## config.mk

```make
export PLATFORM = sky130hd
export DESIGN_NAME = ppiu_unpack
export DESIGN_NICKNAME = d
export VERILOG_FILES = /design/src/rtl/ppiu_pkg.sv /design/src/rtl/ppiu_unpack.sv
export SDC_FILE = /design/constraint.sdc
export NUM_CORES = 1
export LEC_CHECK = 0
export BUFFER_PORTS_ARGS = -buffer_cell sky130_fd_sc_hd__buf_2
export CORE_ASPECT_RATIO = 0.75
export CORE_MARGIN = 1.5
export CORE_UTILIZATION = 43
export DETAILED_ROUTE_END_ITERATION = 6
export PLACE_DENSITY = 0.66
export SYNTH_ARGS = -nofsm -noshare
export SYNTH_HDL_FRONTEND = slang
export SYNTH_SLANG_ARGS = --single-unit
```

## constraint.sdc

```tcl
create_clock -name clk -period 6.5 [get_ports clk]
set_input_delay 0.325 -clock clk [delete_from_list [all_inputs] [get_ports clk]]
set_output_delay 0.325 -clock clk [all_outputs]
set_load 0.02 [all_outputs]
```

## src/rtl/ppiu_pkg.sv

```systemverilog
// Shared types, constants and helper functions of the palette index unpacker.
package ppiu_pkg;

	localparam int WORD_BITS      = 64;
	localparam int SECTION_VALUES = 16 * 16 * 16;
	localparam int MAX_BPV        = 16;
	localparam int SIZE_W         = 17;

	localparam logic [1:0] ACT_LOAD  = 2'd0;
	localparam logic [1:0] ACT_DATA  = 2'd1;
	localparam logic [1:0] ACT_START = 2'd2;

	localparam logic [1:0] REG_BPV   = 2'd0;
	localparam logic [1:0] REG_COUNT = 2'd1;
	localparam logic [1:0] REG_PSIZE = 2'd2;

	typedef struct packed {
		logic        valid;
		logic [15:0] raw;
		logic [11:0] pos;
		logic        bad;
		logic        last;
	} issue_t;

	// clamp the configured width into 1..16
	function automatic logic [4:0] clamp_bpv(input logic [4:0] bpv);
		logic [4:0] r;
		r = bpv;
		if (bpv == 5'd0) r = 5'd1;
		else if (bpv > 5'(MAX_BPV)) r = 5'(MAX_BPV);
		return r;
	endfunction

	// indices held by one word at a clamped width
	function automatic logic [6:0] values_per_word(input logic [4:0] bpv);
		logic [6:0] n;
		unique case (bpv)
			5'd1:    n = 7'd64;
			5'd2:    n = 7'd32;
			5'd3:    n = 7'd21;
			5'd4:    n = 7'd16;
			5'd5:    n = 7'd12;
			5'd6:    n = 7'd10;
			5'd7:    n = 7'd9;
			5'd8:    n = 7'd8;
			5'd9:    n = 7'd7;
			5'd10:   n = 7'd6;
			5'd11:   n = 7'd5;
			5'd12:   n = 7'd5;
			5'd13:   n = 7'd4;
			5'd14:   n = 7'd4;
			5'd15:   n = 7'd4;
			5'd16:   n = 7'd4;
			default: n = 7'd64;
		endcase
		return n;
	endfunction

	function automatic logic [15:0] index_mask(input logic [4:0] bpv);
		logic [16:0] m;
		m = (17'd1 << bpv) - 17'd1;
		return m[15:0];
	endfunction

endpackage

```

## src/rtl/ppiu_unpack.sv

```systemverilog
// Word shift register that peels one index per cycle while adv is high, and tracks the section.
module ppiu_unpack import ppiu_pkg::*; #(
	parameter int PALETTE_DEPTH = 4096
) (
	input  logic                 clk,
	input  logic                 arst_n,
	input  logic                 in_valid,
	output logic                 in_ready,
	input  logic [1:0]           action,
	input  logic [63:0]          data_word,
	input  logic [4:0]           cfg_bpv,
	input  logic [12:0]          value_count,
	input  logic [12:0]          cfg_psize,
	input  logic                 adv,
	output issue_t               issue
);

	logic [WORD_BITS-1:0] word_q;
	logic [6:0]           left_q;
	logic [12:0]          done_q;
	logic                 failed_q;
	logic                 busy_q;

	logic [4:0]        bpv;
	logic [12:0]       count;
	logic [SIZE_W-1:0] psize;
	logic [SIZE_W-1:0] psize_in;
	logic [15:0]       raw;
	logic              stop;
	logic              bad;
	logic              is_last;
	logic              accept;

	assign bpv      = clamp_bpv(cfg_bpv);
	assign count    = (value_count > 13'(SECTION_VALUES)) ? 13'(SECTION_VALUES) : value_count;
	assign psize_in = SIZE_W'(cfg_psize);
	assign psize    = (psize_in > SIZE_W'(PALETTE_DEPTH)) ? SIZE_W'(PALETTE_DEPTH) : psize_in;

	assign raw     = word_q[15:0] & index_mask(bpv);
	assign stop    = failed_q || (done_q >= count);
	assign bad     = SIZE_W'(raw) >= psize;
	assign is_last = bad || (left_q == 7'd1) || ((done_q + 13'd1) >= count);

	assign in_ready = !busy_q;
	assign accept   = in_valid && in_ready;

	always_comb begin
		issue.valid = busy_q && !stop;
		issue.raw   = raw;
		issue.pos   = done_q[11:0];
		issue.bad   = bad;
		issue.last  = is_last;
	end

	always_ff @(posedge clk or negedge arst_n) begin
		if (!arst_n) begin
			busy_q   <= 1'b0;
			done_q   <= '0;
			failed_q <= 1'b0;
			left_q   <= '0;
		end else if (accept) begin
			if (action == ACT_DATA) begin
				busy_q <= 1'b1;
				left_q <= values_per_word(bpv);
			end else if (action == ACT_START) begin
				done_q   <= '0;
				failed_q <= 1'b0;
			end
		end else if (busy_q && adv) begin
			if (stop) begin
				busy_q <= 1'b0;
			end else begin
				left_q <= left_q - 7'd1;
				if (bad) failed_q <= 1'b1;
				else done_q <= done_q + 13'd1;
				if (is_last) busy_q <= 1'b0;
			end
		end
	end

	// payload only: load on a data beat, shift one index out per issue
	always_ff @(posedge clk) begin
		if (accept && action == ACT_DATA) word_q <= data_word;
		else if (busy_q && adv && !stop) word_q <= word_q >> bpv;
	end

endmodule

```

Word-level counts from Yosys, hierarchy flattened
Memory sizes are Yosys's and may differ from the RTL's.
Index checks and enable logic that the tools add are counted.
- add/sub/neg operators: 3
- $lt $le $gt $ge: 6
- eq/ne operators: 8
- shift operators: 2
- mux-type cells: 27
- bitwise operators: 1
- reduce and logical (&&, ||, !) cells: 19
- operators by type and width (operator ; count):
    64-bit 2-to-1 mux ; 2
    13-bit 2-to-1 mux ; 8
    64-bit by 5-bit >> shifter with 64-bit output ; 1
    7-bit 2-to-1 mux ; 4
    13-bit >= comparator ; 2
    13-bit > comparator (second input constant) ; 2
    16-bit bitwise AND ; 1
    16-bit by 13-bit >= comparator with 1-bit output ; 1
    1-bit by 5-bit << shifter with 16-bit output (first input constant) ; 1
    16-bit by 1-bit subtractor with 16-bit output (second input constant) ; 1
    13-bit by 1-bit adder with 13-bit output (second input constant) ; 1
    1-bit 2-to-1 mux ; 11
    5-bit 2-to-1 mux ; 2
    5-bit AND reduction ; 2
    2-bit by 1-bit != test with 1-bit output (second input constant) ; 4
    7-bit by 1-bit equality test with 1-bit output (second input constant) ; 1
    7-bit by 1-bit subtractor with 7-bit output (second input constant) ; 1
    3-bit AND reduction ; 2
    2-bit nonzero test ; 3
    5-bit > comparator (second input constant) ; 1
    1-bit logical AND ; 5
    5-bit zero test ; 1
    1-bit logical OR ; 3
    3-bit nonzero test ; 1
    4 further kinds ; 5
- flip-flop bits (word level): 86
- bits in read-only memories: 224
- input bits: 101
- output and inout port bits: 32
- word-level logic and storage cells: 72
- memories: 1
- memory list (memory ; depth ; bits a word ; rd ports ; clocked after memory_dff ; wr ports ; line ; text):
    (name not given) ; 32 ; 7 ; 1 ; 0 ; 0 ; ppiu_pkg.sv:37 ; unique case (bpv)

Logic depth before layout (Yosys ltp)
Gate-level depths: netlist (run 1).
- depth after elaboration: 13
- gate-level depth with buffers: 24

Worst setup path before layout (run 1)
Ideal clock, no wire load.
- kind: input to output
- start: in cfg_bpv[4]
- end: out issue[0] (netlist bit)
- arrival: 5162 ps
- data required time: 6175 ps
- path slack: 1013 ps
- stages: 21
- buffers on the path: 7
- cells stage by stage: buf_2 -> nand2b_1 -> buf_2 -> buf_1 -> clkbuf_1 -> ha_1 -> buf_2 -> clkbuf_1 -> nand2_1 -> ha_1 -> nand2_1 -> and3_1 -> o21ai_0 -> a21boi_0 -> ha_1 -> and4_1 -> a221o_1 -> o311a_1 -> nor3_1 -> o311ai_1 -> buf_4
- RTL lines (what ; line ; text):
    from (decl) ; ppiu_unpack.sv:11 ; input logic [4:0] cfg_bpv,
    to (decl) ; ppiu_unpack.sv:15 ; output issue_t issue

==> key figures, run 1 <==
Synth
  – Async set-reset flop share out of synthesis: 25.6%
  – Area of the mapped netlist: around 9000 sq um
  – Post-synthesis sequential area ratio: 27.0%
  – Ys flop type: edfxtp_1
  – Library cells used by synthesis: 73
  – Post-Syn Instances: 1,109
  – Mean Syn Cell Area: 8.27 sq um
  – Number of flops mapped to enable cells by yosys: 64
  – Ys Warns: 0
  – Post-Syn Nets: 1,258
  – Seq cells post-synth: 86

Power
  – Total power: 2230 uW
  – PD cells: 218 nW/um^2
  – Max IR drop VDD: 0.115 mV
  – Lkg Pwr: 0.00430 uW

STA
  – Rel. slew slack: 27.2%
  – Fin. Hold Viols: 0
  – Final setup viols: 0
  – RSZ-0062 raised after global routing: false
  – Max-slew violation count: 0
  – Min Clock Period, post-route: 5.38 ns
  – Period utilization: 82.8%
  – Slew @ Worst Pin: about 1.1 ns
  – Worst Skew: 0.0103 ns
  – Final TNS setup: 0 ns
  – Max Fclk: roughly 190 MHz
  – Setup ws final: 1.12 ns

Clock network
  – CTS Root Buffer Type: clkbuf_16
  – Worst-path clk slew: 0.07 ns
  – Sink Count: 86
  – TritonCTS clock tree: yes
  – Cts repair resizes: 0
  – Num CTS Buffers: 9
  – Worst skew pair latency: 0.37 ns
  – CTS H-tree depth: 3
  – Longest Clk Path Bufs: 2

Min path
  – Min-delay worst type: primary input to flip-flop
  – Min-delay src: adv

Global routing
  – GR Overflow Total: 0
  – Largest net degree at the start of global routing: 77
  – Tot GR Track Use: 31.5%
  – First-pass GRT wire length: between 50,000 and 60,000 um
  – Initial antenna violation count: 0
  – Vias in the first global route: between 8,000 and 9,000

Floorplan
  – DIE WIDTH: 172 um
  – Die ar.: 22,200 sq um
  – Row count: 46
  – Die Y: approximately 130 um
  – Initial core utilization: a little over two fifths
  – Core Area: between 20,000 and 25,000 sq um
  – Top Ports: 133

Critical path
  – Worst Path Max Fanout: 32
  – RR Startpoint: done_q[10]
  – Setup Crit Path Kind: primary input to output pin
  – Critical Path Sink Type: output pin
  – Crit path DAT: 5.06 ns
  – CP top delay family: simple AND/OR/NAND/NOR gates
  – CP Cell Sequence: buf_2 -> nand2b_2 -> inv_1 -> ha_1 -> or4b_4 -> nand2_1 -> and3_1 -> o21ai_0 -> a21boi_0 -> ha_1 -> and4_1 -> a221o_1 -> o311a_1 -> nor3_1 -> o311ai_1 -> buf_2
  – CP bufs+invs: 3
  – Slowest stage delay, CP: 0.56 ns
  – Setup crit start kind: primary input
  – CP max stage cell: or4b_4
  – CP startpoint: cfg_bpv[4]
  – WP data required: 6.17 ns

Drt
  – Via count: 9,681
  – Residual DRC: 0
  – Vias per inst: 6.58
  – Drt first pass iters: 6
  – Initial DRC count: around 1,500
  – WL/cell: 23.7 um
  – Post-DRT Antenna Nets: 0
  – DRT Wirelength: 34,900 um

Placed design
  – Pre-CTS setup slack: 1.04 ns
  – Final HPWL DP: 24,900 um
  – GP Congestion: around 0.97
  – Placed Cells: 1,454
  – I/O Buffers: 132
  – Cell Area, Placed: 9910 sq um

Layout
  – Area grow syn2layout: 11.6%
  – Layout Cell Area excl Fill: 10,200 sq um
  – Antenna Cells: 0
  – Final #Nets: 1,327
  – Layout cells sized above 1: 19.4%
  – Finished Layout Cells: 1,471

Status
  – Status: finished, final reports clean

Job
  – Maxcap violations: 0
## flip-flops by register name, indices dropped and copies added, names as in the netlist
register	count
failed_q	1
done_q	13
word_q	64
left_q	7
busy_q	1
## metal layers
| metal | track usage (%) | vias up | routed length (um) |
|---|---|---|---|
| met4 | 10.8 | 0 | 952 |
| li1 | - | 4300 | - |
| met2 | 42.0 | 757 | 13800 |
| met1 | 46.8 | 4536 | 15000 |
| met3 | 10.4 | 88 | 5140 |
| met5 | 0 | - | 0 |
## worst paths after layout
kind	end	slack (ns)	cells past startpoint
max	issue[0]	1.12	16
max reg2reg	left_q[5]	2.84	8
min	busy_q	0.20	2
min in group asynchronous	done_q[4]	0.48	2
max in group asynchronous	left_q[4]	5.66	2
min reg2reg	failed_q	0.49	2
## where the power goes
part           internal [uW]  total (uW)  switching, uW
Clock                    318         567            249
Combinational            328         834            507
Sequential               700         826            126
## area by class of cell
cell class              count  area, sq um
flip-flops and latches     86         2470
repair buffers            157          851
clock buffers              13          293
clock inverters             3         20.0
multi-input cells         901         6150
fillers                  2062        10800
well taps                 288          360
inverters                  23         86.3
## what timing repair did
item | CTS | global route
buffers inserted | 0 | 0
hold buffers | 1 | 0
hold endpoints to repair | 22 | 0
## through the flow
step                util [%]  hold WS, ns
global route            48.7        0.222
floorplan                  -       0.0294
detailed placement      47.2        0.333
CTS                     48.7        0.202
finish                  48.7        0.203
global placement        47.2        0.333
## synthesized netlist by cell type (13+ instances only)
cell	count	share of area (%)
inv_1	21	0.86
edfxtp_1	64	21
nand2_1	174	7.1
o22ai_1	16	1.1
ha_1	48	6.6
mux2_2	31	3.8
clkbuf_1	55	2.3
o221ai_1	14	1.3
a31oi_1	17	1.2
o21ai_0	89	4.9
mux4_2	17	4.2
buf_4	19	1.6
nor2_1	63	2.6
dfrtp_1	22	6.0
and2_1	15	1.0
or3_1	14	0.96
nand3_1	31	1.7
mux2i_1	64	7.0
a21oi_1	85	4.6
buf_2	13	0.71
nor3_1	13	0.71
a22o_1	15	1.4
nor2b_1	14	0.96
a211oi_1	21	1.7
and3_1	15	1.0
## cells in the final DEF, fill, tap and decap left out, types with 24 or more instances in the layout
master    count
ha_1         48
o21ai_0      89
nand3_1      31
buf_4        24
a21oi_1      85
nor2_1       62
nand2_1     173
mux2_2       31
buf_2       132
mux2i_1      64
edfxtp_1     64
## cells by family (layout without fill, tap and decap cells)
logic type,count (synthesis),in the layout,synth area share [%]
DFF,86,86,27.0
and+or+nand+nor,373,373,18.9
xor gates and xnor gates,13,13,1.24
muxes,112,112,15.0
AOI/OAI and AO/OA,355,355,25.0
adders and majority gates,48,48,6.55
buffers and inverters,122,196,6.28
(Power assumes the default switching activity.)
==> inputs of run 2 (changes only) <==
- clock period: 6.5 -> 5.1 ns (I/O delays scaled with it)
==> run 2 against run 1 <==
The flow now finishes with violations (DRC). Sequential power is 27% higher. Critical path depth decreased by 1. Die area unchanged. Clock skew is essentially flat. Via count decreased by 0.37%. Clock power increased by 15%. Setup slack got worse by 0.59 ns. Power is 24% higher.
==> key figures, run 2 (synthesis gave the netlist of run 1 again) <==
Status
  – Status: complete, but fails checks (was finished, final reports clean)
  – Failing checks: DRC

Critical path
  – CP startpoint: cfg_bpv[1] (was cfg_bpv[4])
  – R2R Setup Slk: 1.84 ns (was 2.84 ns)
  – Worst Path Max Fanout: 13 (was 32)
  – Slowest stage delay, CP: 0.42 ns (was 0.56 ns)
  – WP data required: 4.85 ns (was 6.17 ns)
  – Crit path DAT: 4.31 ns (was 5.06 ns)
  – CP max stage cell: nor3_1 (was or4b_4)
  – CP Cell Sequence: buf_2 -> nor3_2 -> o21ai_4 -> ha_1 -> or2_1 -> nor3_1 -> o21ai_0 -> a21boi_0 -> ha_1 -> and4_1 -> a221o_1 -> o311a_1 -> nor3_1 -> o311ai_1 -> buf_2 (was buf_2 -> nand2b_2 -> inv_1 -> ha_1 -> or4b_4 -> nand2_1 -> and3_1 -> o21ai_0 -> a21boi_0 -> ha_1 -> and4_1 -> a221o_1 -> o311a_1 -> nor3_1 -> o311ai_1 -> buf_2)
  – RR Startpoint: done_q[9] (was done_q[10])
  – Worst r2r path cells: 7 (was 8)
  – Setup Crit Path Kind: primary input to output pin (unchanged)
  – Setup crit start kind: primary input (unchanged)
  – Critical Path Sink Type: output pin (unchanged)
  – RR Endpoint: word_q[16] (was left_q[5])

STA
  – Final hold slack: 0.138 ns (was 0.203 ns)
  – RSZ-0062 raised after global routing: false (unchanged)
  – Period utilization: 89.6%
  – Max Fclk: 219 MHz
  – Slew @ Worst Pin: 0.898 ns (was 1.09 ns)
  – Final setup viols: 0 (unchanged)
  – Rel. slew slack: 39.9% (was 27.2%)
  – Worst Skew: 0.0101 ns (was 0.0103 ns)
  – Min Clock Period, post-route: 4.57 ns
  – Final TNS setup: 0 ns (unchanged)
  – Max-slew violation count: 0 (unchanged)
  – Fin. Hold Viols: 0 (unchanged)

Power
  – Sequential Power Share: 38.1% (was 37.1%)
  – PD cells: 269 nW/um^2 (was 218 nW/um^2)
  – Total power: 2760 uW (was 2230 uW)
  – Switching power: 1110 uW (was 881 uW)
  – Max IR drop VDD: 0.133 mV (was 0.115 mV)
  – Lkg Pwr: 0.00432 uW (was 0.00430 uW)
  – Clk network pwr share: 23.7% (was 25.5%)
  – Sw frac: 40.2% (was 39.6%)
  – Internal cell power: 1650 uW (was 1350 uW)
  – Comb power frac: 38.3% (was 37.5%)

Placed design
  – I/O Buffers: 132 (unchanged)
  – Final HPWL DP: 24,500 um (was 24,900 um)
  – GP Congestion: 0.997 (was 0.975)

Floorplan
  – Top Ports: 133 (unchanged)
  – Die Y: 129 um (unchanged)
  – Die ar.: 22,200 sq um (unchanged)
  – Core Area: 21,000 sq um (unchanged)
  – DIE WIDTH: 172 um (unchanged)
  – Initial core utilization: 43.6% (unchanged)
  – Row count: 46 (unchanged)

Drt
  – Max Used Layer: met4 (unchanged)
  – Residual DRC: 10 (was 0)
  – Vias per inst: 6.53 (was 6.58)
  – Met3 Wirelength: 4850 um (was 5140 um)
  – Via count: 9,645 (was 9,681)
  – Drt first pass iters: 7 (was 6)
  – DRT Wirelength: 34,200 um (was 34,900 um)
  – Met2 WL: 13,700 um (was 13,800 um)
  – Post-DRT Antenna Nets: 0 (unchanged)
  – Initial DRC count: 1,351 (was 1,455)
  – M1 WL: 14,700 um (was 15,000 um)
  – WL/cell: 23.2 um (was 23.7 um)

Layout
  – Largest regs: word_q (64), done_q (13), left_q (7) (unchanged)
  – Final #Nets: 1,334 (was 1,327)
  – Commonest non-fill, non-tap cell in the layout: nand2_1 (unchanged)
  – Antenna Cells: 0 (unchanged)
  – Area grow syn2layout: 12.0% (was 11.6%)
  – Layout cells sized above 1: 19.9% (was 19.4%)
  – Top reg by flops: word_q (unchanged)
  – Max FFs per register: 64 (unchanged)
  – Most frequent cells in the layout: nand2_1, buf_2, o21ai_0 (unchanged)
  – Utilization after layout: 48.9% (was 48.7%)

Global routing
  – Initial antenna violation count: 0 (unchanged)
  – GR Overflow Total: 0 (unchanged)
  – Largest net degree at the start of global routing: 64 (was 77)
  – First-pass GRT wire length: 52,500 um (was 52,800 um)
  – Vias in the first global route: 9,120 (was 8,655)
  – Tot GR Track Use: 31.1% (was 31.5%)

Job
  – Maxcap violations: 0 (unchanged)

Clock network
  – Worst-path clk slew: 0.07 ns (about the same)
  – Sink Count: 86 (unchanged)
  – Longest Clk Path Bufs: 2 (unchanged)
  – CTS H-tree depth: 3 (unchanged)
  – Worst skew pair latency: 0.36 ns (was 0.37 ns)
  – Num CTS Buffers: 9 (unchanged)
  – CTS Root Buffer Type: clkbuf_16 (unchanged)
  – TritonCTS clock tree: yes (unchanged)
  – # Post-CTS Setup Buffers: 0 (unchanged)

Min path
  – Min-delay worst type: primary input to flip-flop (unchanged)
  – Min-delay src: adv (unchanged)
  – End of the worst hold path: busy_q (unchanged)
  – Hold path depth: 2 (unchanged)
-- run 2: cell types whose count changed in the layout (fill, tap and decap cells not counted), sizes merged --
cell / change
clkbuf: -1
inv: +1
buf: +7
-- run 2: what timing repair did --
action                                 CTS  global route
gates resized for setup                  0             1
setup endpoints to repair                0             1
hold buffers                             1             0
endpoints found under the hold margin   22             0
-- run 2: worst max-delay path by stage --
stage	cells past startpoint	end	slack (ns)
2_1_floorplan	21	issue[0]	0.05
3_3_place_gp	17	issue[0]	0.61
3_5_place_dp	17	issue[0]	0.49
4_1_cts	17	issue[0]	0.46
5_1_grt	17	issue[0]	0.03
6_report	15	issue[0]	0.53
-- run 2: area by class of cell --
cell class                      instances  area (sq um)
Tap cell                              288           360
Clock buffer                           12           236
Fill cell                            2064         10700
Clock inverter                          4          30.0
Inverter                               23          86.3
Multi-Input combinational cell        901          6150
Sequential cell                        86          2470
Timing Repair Buffer                  164           928
-- run 2: critical path, delay by kind of cell --
| kind | cells | cell delay (ns) |
|---|---|---|
| simple gates | 5 | 1.66 |
| compound gates | 6 | 1.46 |
| fa+ha+maj | 2 | 0.55 |
| buf+inv | 2 | 0.39 |
-- run 2: power groups by stage --
stage | clock network, uW | registers, uW | logic [uW]
floorplan | 0 | 982 | 750
global placement | 0 | 1050 | 1010
detailed placement | 0 | 1050 | 1030
CTS | 655 | 1040 | 1030
global route | 676 | 1050 | 1150
finish | 654 | 1050 | 1060
-- run 2: routing by layer --
metal | global-route usage (%) | vias up
met1 | 44.9 | 4547
met2 | 43.5 | 690
met5 | 0 | -
li1 | - | 4312
met4 | 9.80 | 0
met3 | 10.0 | 96
-- run 2: stage by stage --
| stage | cells | setup slack, ns | cell area (sq um) |
|---|---|---|---|
| 2_1_floorplan | 1109 | 0.0483 | 9170 |
| 3_3_place_gp | 1461 | 0.606 | 9990 |
| 3_5_place_dp | 1461 | 0.486 | 9990 |
| 4_1_cts | 1478 | 0.458 | 10300 |
| 5_1_grt | 1478 | 0.0282 | 10300 |
| 6_report | 1478 | 0.531 | 10300 |
